[src/hw/rtl/ssf_pkg.sv]
// Shared types, codes and constants of the servo source failover block.
package ssf_pkg;

  localparam int SERVO_COUNT_DEF   = 8;
  localparam int CHANNEL_COUNT_DEF = 8;
  localparam int CMD_DEPTH         = 2;
  localparam int RES_DEPTH         = 8;

  localparam int SERVO_IDX_W = 3;
  localparam int CFG_ADDR_W  = 3;
  localparam int CFG_DATA_W  = 32;

  typedef enum logic [1:0] {
    OP_HOST_SET  = 2'd0,
    OP_RX_UPDATE = 2'd1,
    OP_EVALUATE  = 2'd2,
    OP_TICK      = 2'd3
  } op_t;

  typedef enum logic [1:0] {
    MODE_HOST     = 2'd0,
    MODE_RX       = 2'd1,
    MODE_FAILSAFE = 2'd2
  } mode_t;

  localparam logic [CFG_ADDR_W-1:0] REG_TIMEOUT         = 3'd0;
  localparam logic [CFG_ADDR_W-1:0] REG_FORCE_CHANNEL   = 3'd1;
  localparam logic [CFG_ADDR_W-1:0] REG_FORCE_ABOVE     = 3'd2;
  localparam logic [CFG_ADDR_W-1:0] REG_FORCE_THRESHOLD = 3'd3;
  localparam logic [CFG_ADDR_W-1:0] REG_RX_MAP          = 3'd4;

  localparam logic [15:0] TIMEOUT_RST = 16'd2000;
  localparam logic [31:0] RX_MAP_RST  = 32'h7654_3210;

  typedef struct packed {
    op_t         op;
    logic [3:0]  index;
    logic [11:0] pulse_us;
  } item_t;

  typedef struct packed {
    logic [SERVO_IDX_W-1:0] servo_index;
    mode_t                  mode;
    logic                   drive;
    logic [11:0]            drive_pulse;
    logic                   last;
  } result_t;

  typedef struct packed {
    logic [15:0] timeout_ms;
    logic [3:0]  force_channel;
    logic        force_above;
    logic [11:0] force_threshold;
    logic [31:0] rx_map;
  } cfg_t;

endpackage

[src/hw/rtl/ssf_fifo.sv]
// Small flip-flop queue used between the front, the back and the result port.
module ssf_fifo #(
  parameter int W     = 18,
  parameter int DEPTH = 2
) (
  input  logic         clk,
  input  logic         rst,
  input  logic         push,
  input  logic [W-1:0] wdata,
  output logic         full,
  input  logic         pop,
  output logic [W-1:0] rdata,
  output logic         empty
);

  localparam int AW = (DEPTH > 1) ? $clog2(DEPTH) : 1;
  localparam logic [AW:0] DEPTH_CNT = (AW + 1)'(DEPTH);
  localparam logic [AW-1:0] LAST_PTR = AW'(DEPTH - 1);

  logic [W-1:0]  mem [DEPTH];
  logic [AW-1:0] wp;
  logic [AW-1:0] rp;
  logic [AW:0]   cnt;
  logic          do_push;
  logic          do_pop;

  assign full    = (cnt == DEPTH_CNT);
  assign empty   = (cnt == '0);
  assign do_push = push && !full;
  assign do_pop  = pop && !empty;
  assign rdata   = mem[rp];

  always_ff @(posedge clk) begin
    if (do_push) begin
      mem[wp] <= wdata;
    end
  end

  always_ff @(posedge clk) begin
    if (rst) begin
      wp  <= '0;
      rp  <= '0;
      cnt <= '0;
    end else begin
      if (do_push) begin
        wp <= (wp == LAST_PTR) ? '0 : wp + 1'b1;
      end
      if (do_pop) begin
        rp <= (rp == LAST_PTR) ? '0 : rp + 1'b1;
      end
      if (do_push && !do_pop) begin
        cnt <= cnt + 1'b1;
      end else if (do_pop && !do_push) begin
        cnt <= cnt - 1'b1;
      end
    end
  end

endmodule

[src/hw/rtl/ssf_front.sv]
// Front end: accepts transactions, drops out-of-range ones and queues the rest.
module ssf_front #(
  parameter int SERVO_COUNT   = ssf_pkg::SERVO_COUNT_DEF,
  parameter int CHANNEL_COUNT = ssf_pkg::CHANNEL_COUNT_DEF
) (
  input  logic           clk,
  input  logic           rst,
  input  logic           push,
  input  ssf_pkg::item_t item,
  output logic           full,
  output logic           cmd_valid,
  output ssf_pkg::item_t cmd,
  input  logic           cmd_pop
);

  localparam logic [4:0] SV_LIM = 5'(SERVO_COUNT);
  localparam logic [4:0] CH_LIM = 5'(CHANNEL_COUNT);

  logic                          keep;
  logic                          empty;
  logic [$bits(ssf_pkg::item_t)-1:0] q_rdata;

  always_comb begin
    unique case (item.op)
      ssf_pkg::OP_HOST_SET,
      ssf_pkg::OP_EVALUATE:  keep = ({1'b0, item.index} < SV_LIM);
      ssf_pkg::OP_RX_UPDATE: keep = ({1'b0, item.index} < CH_LIM);
      ssf_pkg::OP_TICK:      keep = 1'b1;
      default:               keep = 1'b0;
    endcase
  end

  ssf_fifo #(
    .W     ($bits(ssf_pkg::item_t)),
    .DEPTH (ssf_pkg::CMD_DEPTH)
  ) u_cmd_q (
    .clk   (clk),
    .rst   (rst),
    .push  (push && keep),
    .wdata (item),
    .full  (full),
    .pop   (cmd_pop),
    .rdata (q_rdata),
    .empty (empty)
  );

  assign cmd       = ssf_pkg::item_t'(q_rdata);
  assign cmd_valid = !empty;

endmodule

[src/hw/rtl/ssf_back.sv]
// Back end: holds servo and channel state, evaluates servos and emits results.
module ssf_back #(
  parameter int SERVO_COUNT   = ssf_pkg::SERVO_COUNT_DEF,
  parameter int CHANNEL_COUNT = ssf_pkg::CHANNEL_COUNT_DEF
) (
  input  logic             clk,
  input  logic             rst,
  input  ssf_pkg::cfg_t    cfg,
  input  logic             cmd_valid,
  input  ssf_pkg::item_t   cmd,
  output logic             cmd_pop,
  input  logic             res_full,
  output logic             res_push,
  output ssf_pkg::result_t res
);

  localparam int SV_W = (SERVO_COUNT > 1) ? $clog2(SERVO_COUNT) : 1;
  localparam int CH_W = (CHANNEL_COUNT > 1) ? $clog2(CHANNEL_COUNT) : 1;
  localparam logic [4:0] CH_LIM = 5'(CHANNEL_COUNT);
  localparam logic [SV_W-1:0] SV_LAST = SV_W'(SERVO_COUNT - 1);

  typedef enum logic [2:0] {
    ST_IDLE,
    ST_RD_F,
    ST_RD_R,
    ST_EVAL,
    ST_SCAN
  } state_t;

  state_t          state;
  logic [31:0]     now_ms;
  logic [31:0]     host_stamp [SERVO_COUNT];
  ssf_pkg::mode_t  servo_mode [SERVO_COUNT];
  logic [11:0]     chan_mem [CHANNEL_COUNT];
  logic            chan_vld [CHANNEL_COUNT];
  logic [11:0]     rd_data;
  logic            rd_vld;
  logic [11:0]     fval;
  ssf_pkg::op_t    op;
  logic [3:0]      ch;
  logic [11:0]     pulse;
  logic [SV_W-1:0] s;

  logic [CH_W-1:0] rd_addr;
  logic [3:0]      fc;
  logic            fc_ok;
  logic [3:0]      rc;
  logic            rc_ok;
  logic [11:0]     rval;
  logic            rx_ok;
  logic            f_valid;
  logic            f_active;
  logic            pred;
  logic            force_on;
  logic            no_force;
  logic [31:0]     age;
  logic            expired;
  logic            by_timeout;
  logic            stay_host;
  ssf_pkg::mode_t  new_mode;
  logic [11:0]     ev_pulse;
  logic [SERVO_COUNT-1:0] match;
  logic            later;

  assign fc    = cfg.force_channel;
  assign fc_ok = ({1'b0, fc} < CH_LIM);
  assign rc    = cfg.rx_map[4*s +: 4];
  assign rc_ok = ({1'b0, rc} < CH_LIM);

  // Keep the mapped channel address while the decision waits, so the read data holds.
  always_comb begin
    rd_addr = '0;
    if (state == ST_RD_F && fc_ok) begin
      rd_addr = fc[CH_W-1:0];
    end else if ((state == ST_RD_R || state == ST_EVAL) && rc_ok) begin
      rd_addr = rc[CH_W-1:0];
    end
  end

  // Fallback decision for servo s, from the captured force value and mapped value.
  always_comb begin
    rval       = (rd_vld && rc_ok) ? rd_data : 12'd0;
    rx_ok      = rc_ok && (rval != 12'd0);
    f_valid    = fc_ok && (fval != 12'd0);
    f_active   = fc_ok && (cfg.force_threshold != 12'd0);
    pred       = cfg.force_above ? (fval > cfg.force_threshold)
                                 : (fval < cfg.force_threshold);
    force_on   = f_active && f_valid && pred;
    no_force   = !f_active || (f_valid && !pred);
    age        = now_ms - host_stamp[s];
    expired    = age > {16'd0, cfg.timeout_ms};
    by_timeout = (cfg.timeout_ms != 16'd0) && expired;
    stay_host  = !expired && no_force;
    if (stay_host) begin
      new_mode = ssf_pkg::MODE_HOST;
      ev_pulse = 12'd0;
    end else if ((force_on || by_timeout) && rx_ok) begin
      new_mode = ssf_pkg::MODE_RX;
      ev_pulse = rval;
    end else begin
      new_mode = ssf_pkg::MODE_FAILSAFE;
      ev_pulse = 12'd0;
    end
  end

  always_comb begin
    later = 1'b0;
    for (int i = 0; i < SERVO_COUNT; i++) begin
      match[i] = (servo_mode[i] == ssf_pkg::MODE_RX) && (cfg.rx_map[4*i +: 4] == ch);
      if (i > int'(s) && match[i]) begin
        later = 1'b1;
      end
    end
  end

  assign cmd_pop = (state == ST_IDLE) && cmd_valid;

  always_comb begin
    res_push = 1'b0;
    res      = '0;
    unique case (state)
      ST_EVAL: begin
        res_push          = !res_full;
        res.servo_index   = ssf_pkg::SERVO_IDX_W'(s);
        res.mode          = new_mode;
        res.drive         = (op == ssf_pkg::OP_HOST_SET) || !stay_host;
        res.drive_pulse   = (op == ssf_pkg::OP_HOST_SET && stay_host) ? pulse : ev_pulse;
        res.last          = 1'b1;
      end
      ST_SCAN: begin
        res_push          = match[s] && !res_full;
        res.servo_index   = ssf_pkg::SERVO_IDX_W'(s);
        res.mode          = ssf_pkg::MODE_RX;
        res.drive         = 1'b1;
        res.drive_pulse   = pulse;
        res.last          = !later;
      end
      default: begin
        res_push = 1'b0;
      end
    endcase
  end

  always_ff @(posedge clk) begin
    rd_data <= chan_mem[rd_addr];
    if (cmd_pop && cmd.op == ssf_pkg::OP_RX_UPDATE) begin
      chan_mem[cmd.index[CH_W-1:0]] <= cmd.pulse_us;
    end
  end

  always_ff @(posedge clk) begin
    if (rst) begin
      state  <= ST_IDLE;
      now_ms <= '0;
      rd_vld <= 1'b0;
      for (int i = 0; i < SERVO_COUNT; i++) begin
        host_stamp[i] <= '0;
        servo_mode[i] <= ssf_pkg::MODE_HOST;
      end
      for (int i = 0; i < CHANNEL_COUNT; i++) begin
        chan_vld[i] <= 1'b0;
      end
    end else begin
      rd_vld <= chan_vld[rd_addr];
      unique case (state)
        ST_IDLE: begin
          if (cmd_valid) begin
            op    <= cmd.op;
            ch    <= cmd.index;
            pulse <= cmd.pulse_us;
            unique case (cmd.op)
              ssf_pkg::OP_HOST_SET: begin
                s     <= cmd.index[SV_W-1:0];
                host_stamp[cmd.index[SV_W-1:0]] <= now_ms;
                state <= ST_RD_F;
              end
              ssf_pkg::OP_EVALUATE: begin
                s     <= cmd.index[SV_W-1:0];
                state <= ST_RD_F;
              end
              ssf_pkg::OP_RX_UPDATE: begin
                chan_vld[cmd.index[CH_W-1:0]] <= 1'b1;
                s     <= '0;
                state <= ST_SCAN;
              end
              default: begin
                now_ms <= now_ms + 32'd1;
              end
            endcase
          end
        end
        ST_RD_F: begin
          state <= ST_RD_R;
        end
        ST_RD_R: begin
          fval  <= (rd_vld && fc_ok) ? rd_data : 12'd0;
          state <= ST_EVAL;
        end
        ST_EVAL: begin
          if (!res_full) begin
            servo_mode[s] <= new_mode;
            // Age the stamp so only a fresh host command returns to host mode.
            if (!stay_host) begin
              host_stamp[s] <= now_ms - {16'd0, cfg.timeout_ms};
            end
            state <= ST_IDLE;
          end
        end
        ST_SCAN: begin
          if (!match[s] || !res_full) begin
            if (s == SV_LAST) begin
              state <= ST_IDLE;
            end else begin
              s <= s + 1'b1;
            end
          end
        end
        default: begin
          state <= ST_IDLE;
        end
      endcase
    end
  end

`ifndef ASSERT_OFF
  a_no_push_full: assert property (@(posedge clk) disable iff (rst)
    res_push |-> !res_full)
    else $error("result pushed into full queue");

  a_tick_counts: assert property (@(posedge clk) disable iff (rst)
    (state == ST_IDLE && cmd_valid && cmd.op == ssf_pkg::OP_TICK)
      |=> now_ms == $past(now_ms) + 32'd1)
    else $error("millisecond counter did not advance on tick");

  a_last_ends: assert property (@(posedge clk) disable iff (rst)
    (res_push && res.last) |=> !res_push)
    else $error("result followed the last one of the transaction");

  a_host_quiet: assert property (@(posedge clk) disable iff (rst)
    (state == ST_EVAL && res_push && res.mode == ssf_pkg::MODE_HOST)
      |-> (!res.drive || op == ssf_pkg::OP_HOST_SET))
    else $error("evaluate drove a servo in host mode");
`endif

endmodule

[src/hw/rtl/servo_source_failover.sv]
// Top level of the servo source failover block: configuration, front, back, result queue.
//
// Input side is a queue: present an item and raise push; it is taken at a clock
// edge where full is low. Ops: host set, receiver update, evaluate, tick.
// Result side is a queue: while empty is low the oldest result is on result;
// raise pop to take it. Each result carries last on the final one of a transaction.
// Configuration: cfg_we with cfg_addr and cfg_data writes one register in a
// cycle; write only while no transaction is in flight. Unknown indexes are ignored.
// Timing: items enter a two-entry command queue. Host set and evaluate pass the back
// end states read force, read mapped and evaluate (two reads through the single read
// port of the channel store, then the decision). A receiver update scans one servo
// per cycle while no match waits on a full result queue; a tick only advances time.
// Items with an out-of-range servo or channel are dropped without a result.
// A stalled receiver fills the eight-entry result queue; the back end then
// holds, the command queue fills and full rises. Synchronous reset returns
// registers to defaults, all servos to host mode, stamps and time to zero and
// every receiver channel to invalid.
module servo_source_failover #(
  parameter int SERVO_COUNT   = ssf_pkg::SERVO_COUNT_DEF,
  parameter int CHANNEL_COUNT = ssf_pkg::CHANNEL_COUNT_DEF
) (
  input  logic                           clk,
  input  logic                           rst,
  input  logic                           push,
  input  ssf_pkg::item_t                 item,
  output logic                           full,
  output logic                           empty,
  input  logic                           pop,
  output ssf_pkg::result_t               result,
  input  logic                           cfg_we,
  input  logic [ssf_pkg::CFG_ADDR_W-1:0] cfg_addr,
  input  logic [ssf_pkg::CFG_DATA_W-1:0] cfg_data
);

  ssf_pkg::cfg_t    cfg;
  logic             cmd_valid;
  ssf_pkg::item_t   cmd;
  logic             cmd_pop;
  logic             res_full;
  logic             res_push;
  ssf_pkg::result_t res;
  logic [$bits(ssf_pkg::result_t)-1:0] res_rdata;

  always_ff @(posedge clk) begin
    if (rst) begin
      cfg.timeout_ms      <= ssf_pkg::TIMEOUT_RST;
      cfg.force_channel   <= '0;
      cfg.force_above     <= 1'b0;
      cfg.force_threshold <= '0;
      cfg.rx_map          <= ssf_pkg::RX_MAP_RST;
    end else if (cfg_we) begin
      unique case (cfg_addr)
        ssf_pkg::REG_TIMEOUT:         cfg.timeout_ms      <= cfg_data[15:0];
        ssf_pkg::REG_FORCE_CHANNEL:   cfg.force_channel   <= cfg_data[3:0];
        ssf_pkg::REG_FORCE_ABOVE:     cfg.force_above     <= cfg_data[0];
        ssf_pkg::REG_FORCE_THRESHOLD: cfg.force_threshold <= cfg_data[11:0];
        ssf_pkg::REG_RX_MAP:          cfg.rx_map          <= cfg_data[31:0];
        default: begin
        end
      endcase
    end
  end

  ssf_front #(
    .SERVO_COUNT   (SERVO_COUNT),
    .CHANNEL_COUNT (CHANNEL_COUNT)
  ) u_front (
    .clk       (clk),
    .rst       (rst),
    .push      (push),
    .item      (item),
    .full      (full),
    .cmd_valid (cmd_valid),
    .cmd       (cmd),
    .cmd_pop   (cmd_pop)
  );

  ssf_back #(
    .SERVO_COUNT   (SERVO_COUNT),
    .CHANNEL_COUNT (CHANNEL_COUNT)
  ) u_back (
    .clk       (clk),
    .rst       (rst),
    .cfg       (cfg),
    .cmd_valid (cmd_valid),
    .cmd       (cmd),
    .cmd_pop   (cmd_pop),
    .res_full  (res_full),
    .res_push  (res_push),
    .res       (res)
  );

  ssf_fifo #(
    .W     ($bits(ssf_pkg::result_t)),
    .DEPTH (ssf_pkg::RES_DEPTH)
  ) u_res_q (
    .clk   (clk),
    .rst   (rst),
    .push  (res_push),
    .wdata (res),
    .full  (res_full),
    .pop   (pop),
    .rdata (res_rdata),
    .empty (empty)
  );

  assign result = ssf_pkg::result_t'(res_rdata);

endmodule

[config.mk]
export PLATFORM = sky130hd
export DESIGN_NAME = servo_source_failover
export DESIGN_NICKNAME = d
export VERILOG_FILES = /design/src/hw/rtl/ssf_pkg.sv /design/src/hw/rtl/ssf_fifo.sv /design/src/hw/rtl/ssf_front.sv /design/src/hw/rtl/ssf_back.sv /design/src/hw/rtl/servo_source_failover.sv
export SDC_FILE = /design/constraint.sdc
export NUM_CORES = 1
export LEC_CHECK = 0
export ABC_AREA = 1
export BUFFER_PORTS_ARGS = -buffer_cell sky130_fd_sc_hd__buf_2
export CORE_MARGIN = 2
export CORE_UTILIZATION = 60
export DETAILED_ROUTE_END_ITERATION = 6
export GPL_TIMING_DRIVEN = 0
export PLACE_DENSITY = 0.77
export SYNTH_ARGS = -nofsm -noshare
export SYNTH_HDL_FRONTEND = slang
export SYNTH_HIERARCHICAL = 1
export SYNTH_SLANG_ARGS = --single-unit
[constraint.sdc]
create_clock -name clk -period 7.2 [get_ports clk]
set_input_delay 1.44 -clock clk [delete_from_list [all_inputs] [get_ports clk]]
set_output_delay 1.44 -clock clk [all_outputs]
set_load 0.01 [all_outputs]
==> results_dict.tcl, run 1 <==
set metrics [dict create \
    status "finished, final reports clean" \
    drt_iter0_markers 3908 \
    crit_path_end_kind "register" \
    skew_ns 0.0372 \
    p_sw_w 0.00556 \
    intPower_w 0.00867 \
    vias 30100 \
    cts_made_buffers 76 \
    hold_viol_final 0 \
    holdBufCountCts 0 \
    synth_seq_cells 731 \
    clkPwrFrac_pct 27.9 \
    synthCells 4068 \
    ys_seq_area_share_pct 56.1 \
    ys_types 55 \
    coreArea_um2 60400 \
    die-height_um 251 \
    clk_pin_slew_ns 0.06 \
    ys_async_sr_fraction_pct 0 \
    required_ns 7.56 \
    cp_common_cell "nand2_1" \
    p_sw_share_pct 39.1 \
    stdcell_count 5084 \
    dp_hpwl_um 77000 \
    synth_top_area_share_pct 48.3 \
    p_seq_share_pct 35.7 \
    drv_cap 0 \
    grt_start_max_net_pins 33 \
    powerDensity_nw_per_um2 348 \
    h-tree-depth 3 \
    power_w 0.0142 \
    start_kind "register" \
    setup_viol 0 \
    synth_area_per_cell_um2 9.00 \
    ys.flop_type "edfxtp_1" \
    first_pass_iters 6 \
    synth_edf_count 589 \
    start_util_pct 60.6 \
    antenna_found_initial 1 \
    nNetsFinal 4390 \
    grt_pass1_wl_um 162000 \
    synth_area_um2 36600 \
    synthesis.nets 4219 \
    fin_crit_sh_pct 96.5 \
    clockRootBuffer "clkbuf_16" \
    slew_headroom_pct 11.2 \
    area_delta_synth_final_pct 11.8 \
    place_inst 4943 \
    setup_slack_ns 0.253 \
    ctsResizeCount 13 \
    holdCritPathClass "register to register" \
    clock_sinks 731 \
    fmax_mhz 144 \
    critical_path_peak_fanout 18 \
    combinationalPowerShare_pct 36.3 \
    drv_slew 0 \
    clockBufferDepth 3 \
    avgViaCountPerCell 5.91 \
    die_area_um2 63000 \
    worstSetupPathType "register to register" \
    drive_above_1_share_pct 11.6 \
    ys.warnings.count 6 \
    cp.arrival_ns 7.31 \
    post-route-drc-count 0 \
    fin_crit_ns 6.95 \
    die_w_um 251 \
    portBuffers 78 \
    synth_top_cells_by_count "878 x nor2_1, 739 x nand2_1, 589 x edfxtp_1" \
    ios 79 \
    grtUsageTotal_pct 33.7 \
    setup_tns_ns 0 \
    peakVddDrop_v 0.000255 \
    post-place-ws_ns -0.209 \
    p_leak_nw 16.5 \
    cp_slowest_cell "o21ai_0" \
    cp_slowest_stage_delay_ns 0.73 \
    synth_largest_area_cell "edfxtp_1" \
    crit_family "simple AND/OR/NAND/NOR gates" \
    yosysMostFrequentCell "nor2_1" \
    grt_pass1_vias 28000 \
    yosys-top-cells-area "edfxtp_1 48%, nor2_1 9.0%, dfxtp_1 7.8%" \
    gp_congestion 1.02 \
    wirelength_um 107000 \
    worstMarginPinSlew_ns 1.32 \
    wl_per_cell_um 21.1 \
    post-cts-setup-buffers 0 \
    cts_tree "done" \
    antenna_cells 0 \
    overflow 0 \
    clk_latency_ns 0.64 \
    worst-path-buf-inv 7 \
    rows 90 \
    detail-route-antenna-nets 0 \
]
-- placed cells by master, fill, tap and decap left out, types with 7 or more instances in the layout --
cell and n:
a21oi_1 99, buf_2 113, buf_4 8, buf_6 42
buf_8 7, clkbuf_1 85, clkbuf_16 77, clkbuf_2 13
clkbuf_8 7, clkinv_1 19, clkinv_2 17, dfxtp_1 142
edfxtp_1 589, ha_1 90, inv_1 352, inv_2 27
mux2_2 8, mux2_4 10, nand2_1 731, nand2_2 8
nand2_4 16, nand3_1 162, nand3b_1 10, nand4_1 28
nor2_1 867, nor2_2 95, nor3_1 26, nor4_1 20
o21a_1 19, o21ai_0 324, o21ai_1 60, o221ai_1 29
o22ai_1 51, xnor2_1 12, xor2_1 36
-- through the flow --
stage | cell area, um^2 | utilization [%] | hold slack [ns]
CTS | 40900 | 67.7 | 0.470
global route | 40900 | 67.8 | 0.493
floorplan | 36600 | - | 0.435
detailed placement | 38300 | 63.4 | 0.456
finish | 40900 | 67.8 | 0.469
global placement | 38000 | 62.9 | 0.450
-- area by class of cell --
| type | instances | area, um^2 |
|---|---|---|
| inverter | 391 | 1470 |
| clock buffer | 97 | 2070 |
| fill | 4686 | 19400 |
| buffer | 170 | 1030 |
| multi-input combinational | 2776 | 13700 |
| timing repair buffer | 93 | 643 |
| clock inverter | 44 | 479 |
| tap | 782 | 978 |
| sequential | 731 | 20500 |
-- path summary, 6_finish.rpt --
path	from	endpoint	slack (ns)	depth (start not counted)
hold / removal	u_back/chan_vld[2]	u_back/chan_vld[2]	0.47	1
setup / recovery	register	u_back/host_stamp[3][1]	0.25	36
setup reg to reg	register	u_back/host_stamp[3][1]	0.25	36
hold reg to reg	u_back/chan_vld[2]	u_back/chan_vld[2]	0.47	1
-- sequential cells by signal, indices dropped and copies added, names as in the netlist, 16 cells and up, named ones only --
signal / flops
u_res_q/mem: 152
u_back/host_stamp: 256
u_back/now_ms: 32
u_back/servo_mode: 16
u_front/u_cmd_q/mem: 36
cfg: 65
u_back/chan_mem: 96
-- cells by family after synthesis --
logic type               count (synthesis)  synth area share [%]
AND/OR/NAND/NOR                       1992                  22.6
flip-flops                             731                  56.1
AO/OA/AOI/OAI                          625                  9.48
buffers and inverters                  561                  6.77
adder cells (fa/ha/maj)                 93                  3.24
XOR/XNOR                                48                  1.15
multiplexers                            18                 0.656
-- power by group through the flow --
stage,registers [W],logic (W),clock network [W]
2_1_floorplan,0.00512,0.00317,0
3_3_place_gp,0.00517,0.00483,0
3_5_place_dp,0.00517,0.00494,0
4_1_cts,0.00508,0.00500,0.00401
5_1_grt,0.00511,0.00560,0.00416
6_report,0.00509,0.00517,0.00397
-- layer usage --
layer / vias up / share of wire, % / track usage, %
met5: - / 0.012 / 0
met4: 2 / 2.7 / 10.3
met3: 221 / 13 / 8.25
met2: 1739 / 43 / 49.6
met1: 14100 / 42 / 49.5
li1: 13900 / - / -
(Power assumes the default switching activity.)
==> run 2, diff against run 1 <==
==> constraint.sdc (replaced) <==
create_clock -name clk -period 8.76 [get_ports clk]
set_input_delay 1.752 -clock clk [delete_from_list [all_inputs] [get_ports clk]]
set_output_delay 1.752 -clock clk [all_outputs]
set_load 0.01 [all_outputs]
==> results_dict.tcl, run 2 (synthesized netlist as in run 1, its figures left out) <==
set metrics [dict create \
    status "finished with violations" \
    violations "DRC" \
    setup_tns_ns 0 \
    mostFrequentLayoutCells "868 x nor2_1, 731 x nand2_1, 589 x edfxtp_1" \
    antenna_found_initial 1 \
    holdBufCountCts 0 \
    clockBufferDepth 3 \
    cts_made_buffers 76 \
    critical_path_peak_fanout 32 \
    die_w_um 251 \
    antenna_cells 0 \
    worstSetupPathType "register to register" \
    wl_per_cell_um 21.0 \
    place_area_um2 38300 \
    coreArea_um2 60400 \
    post-cts-setup-buffers 0 \
    overflow 0 \
    drv_cap 0 \
    powerDensity_nw_per_um2 286 \
    p_sw_share_pct 39.1 \
    clock_sinks 731 \
    holdCritPathClass "register to register" \
    skew_ns 0.0367 \
    setup_slack_ns 1.14 \
    first_pass_iters 7 \
    peakVddDrop_v 0.000211 \
    slew_headroom_pct 12.5 \
    clkPwrFrac_pct 28.0 \
    p_sw_w 0.00456 \
    p_seq_share_pct 35.8 \
    drt_iter0_markers 3671 \
    worstMarginPinSlew_ns 1.30 \
    drv_slew 0 \
    nNetsFinal 4390 \
    rows 90 \
    setup_viol 0 \
    fin_crit_ns 7.62 \
    clk_pin_slew_ns 0.06 \
    cp_common_cell "nor2_1" \
    cts_tree "done" \
    required_ns 9.00 \
    vias 30100 \
    wirelength_um 107000 \
    portBuffers 78 \
    die-height_um 251 \
    gp_congestion 1.02 \
    grt_pass1_vias 27900 \
    crit_path_end_kind "register" \
    start_util_pct 60.6 \
    avgViaCountPerCell 5.92 \
    area_delta_synth_final_pct 11.6 \
    fin_crit_sh_pct 87.0 \
    p_leak_nw 16.5 \
    rsz0062_at_grt "false" \
    drive_above_1_share_pct 11.3 \
    post-place-ws_ns 1.35 \
    intPower_w 0.00712 \
    layout_commonest_cell "nor2_1" \
    regMostFlops "u_back/host_stamp" \
    combinationalPowerShare_pct 36.2 \
    largest_reg_flops 256 \
    die_area_um2 63000 \
    fmax_mhz 131 \
    dp_hpwl_um 77000 \
    grt_pass1_wl_um 162000 \
    h-tree-depth 3 \
    cp_slowest_cell "nand2_2" \
    clk_latency_ns 0.65 \
    clockRootBuffer "clkbuf_16" \
    hold_viol_final 0 \
    cp.arrival_ns 7.86 \
    post-route-drc-count 21 \
    start_kind "register" \
    grt_start_max_net_pins 33 \
    cp_slowest_stage_delay_ns 0.74 \
    ctsResizeCount 0 \
    design_area_um2 40800 \
    detail-route-antenna-nets 0 \
    grtUsageTotal_pct 33.7 \
    ios 79 \
]
-- run 2: changes by cell type in the layout (fill, tap and decap cells not counted), sizes merged --
cell,previous run,this run
clkbuf,182,184
buf,178,176
-- run 2: power by group through the flow --
stage	registers [W]	clock network [W]	logic (W)
after floorplan	0.00421	0	0.00261
after global routing	0.00420	0.00342	0.00458
after CTS	0.00418	0.00330	0.00410
after global placement	0.00425	0	0.00397
final	0.00418	0.00327	0.00423
after detailed placement	0.00425	0	0.00406
-- run 2: area by class of cell --
class                   count  area, um^2
well taps                 782         978
multi-input cells        2776       13700
plain buffers             170        1010
repair buffers             93         643
clock buffers              97        2070
flip-flops and latches    731       20500
fillers                  4689       19500
inverters                 391        1470
clock inverters            44         479
-- run 2: through the flow --
step                utilization (%)  power [W]  hold slack (ns)  std cells
CTS                            67.7     0.0116            0.470       5084
detailed placement             63.4    0.00831            0.456       4943
global route                   67.7     0.0122            0.493       5084
global placement               62.9    0.00821            0.450       4928
floorplan                         -    0.00682            0.435       4068
finish                         67.7     0.0117            0.468       5084
-- run 2: per-layer routing --
| layer | routed length (um) | GRT usage [%] | up-vias |
|---|---|---|---|
| met4 | 2890 | 9.83 | 2 |
| met1 | 45100 | 49.5 | 14200 |
| li1 | - | - | 13900 |
| met3 | 13500 | 8.26 | 222 |
| met2 | 45400 | 49.7 | 1768 |
| met5 | 19 | 0 | - |
-- run 2: final timing paths --
check,from,end,slack (ns),cells after the start
worst max-delay path,register,u_back/host_stamp[1][1],1.14,33
worst min-delay path,u_back/chan_vld[2],u_back/chan_vld[2],0.47,1
worst min register to register,u_back/chan_vld[2],u_back/chan_vld[2],0.47,1
worst max register to register,register,u_back/host_stamp[1][1],1.14,33
-- run 2: worst max-delay path: cells and delay by family (launching register included) --
| kind | cells | cell delay, ns |
|---|---|---|
| and+or+nand+nor | 22 | 3.41 |
| adders and majority gates | 3 | 0.87 |
| buffers and inverters | 5 | 1.67 |
| AOI/OAI and AO/OA | 2 | 0.66 |
| DFF | 1 | 0.36 |
| xor gates and xnor gates | 1 | 0.20 |
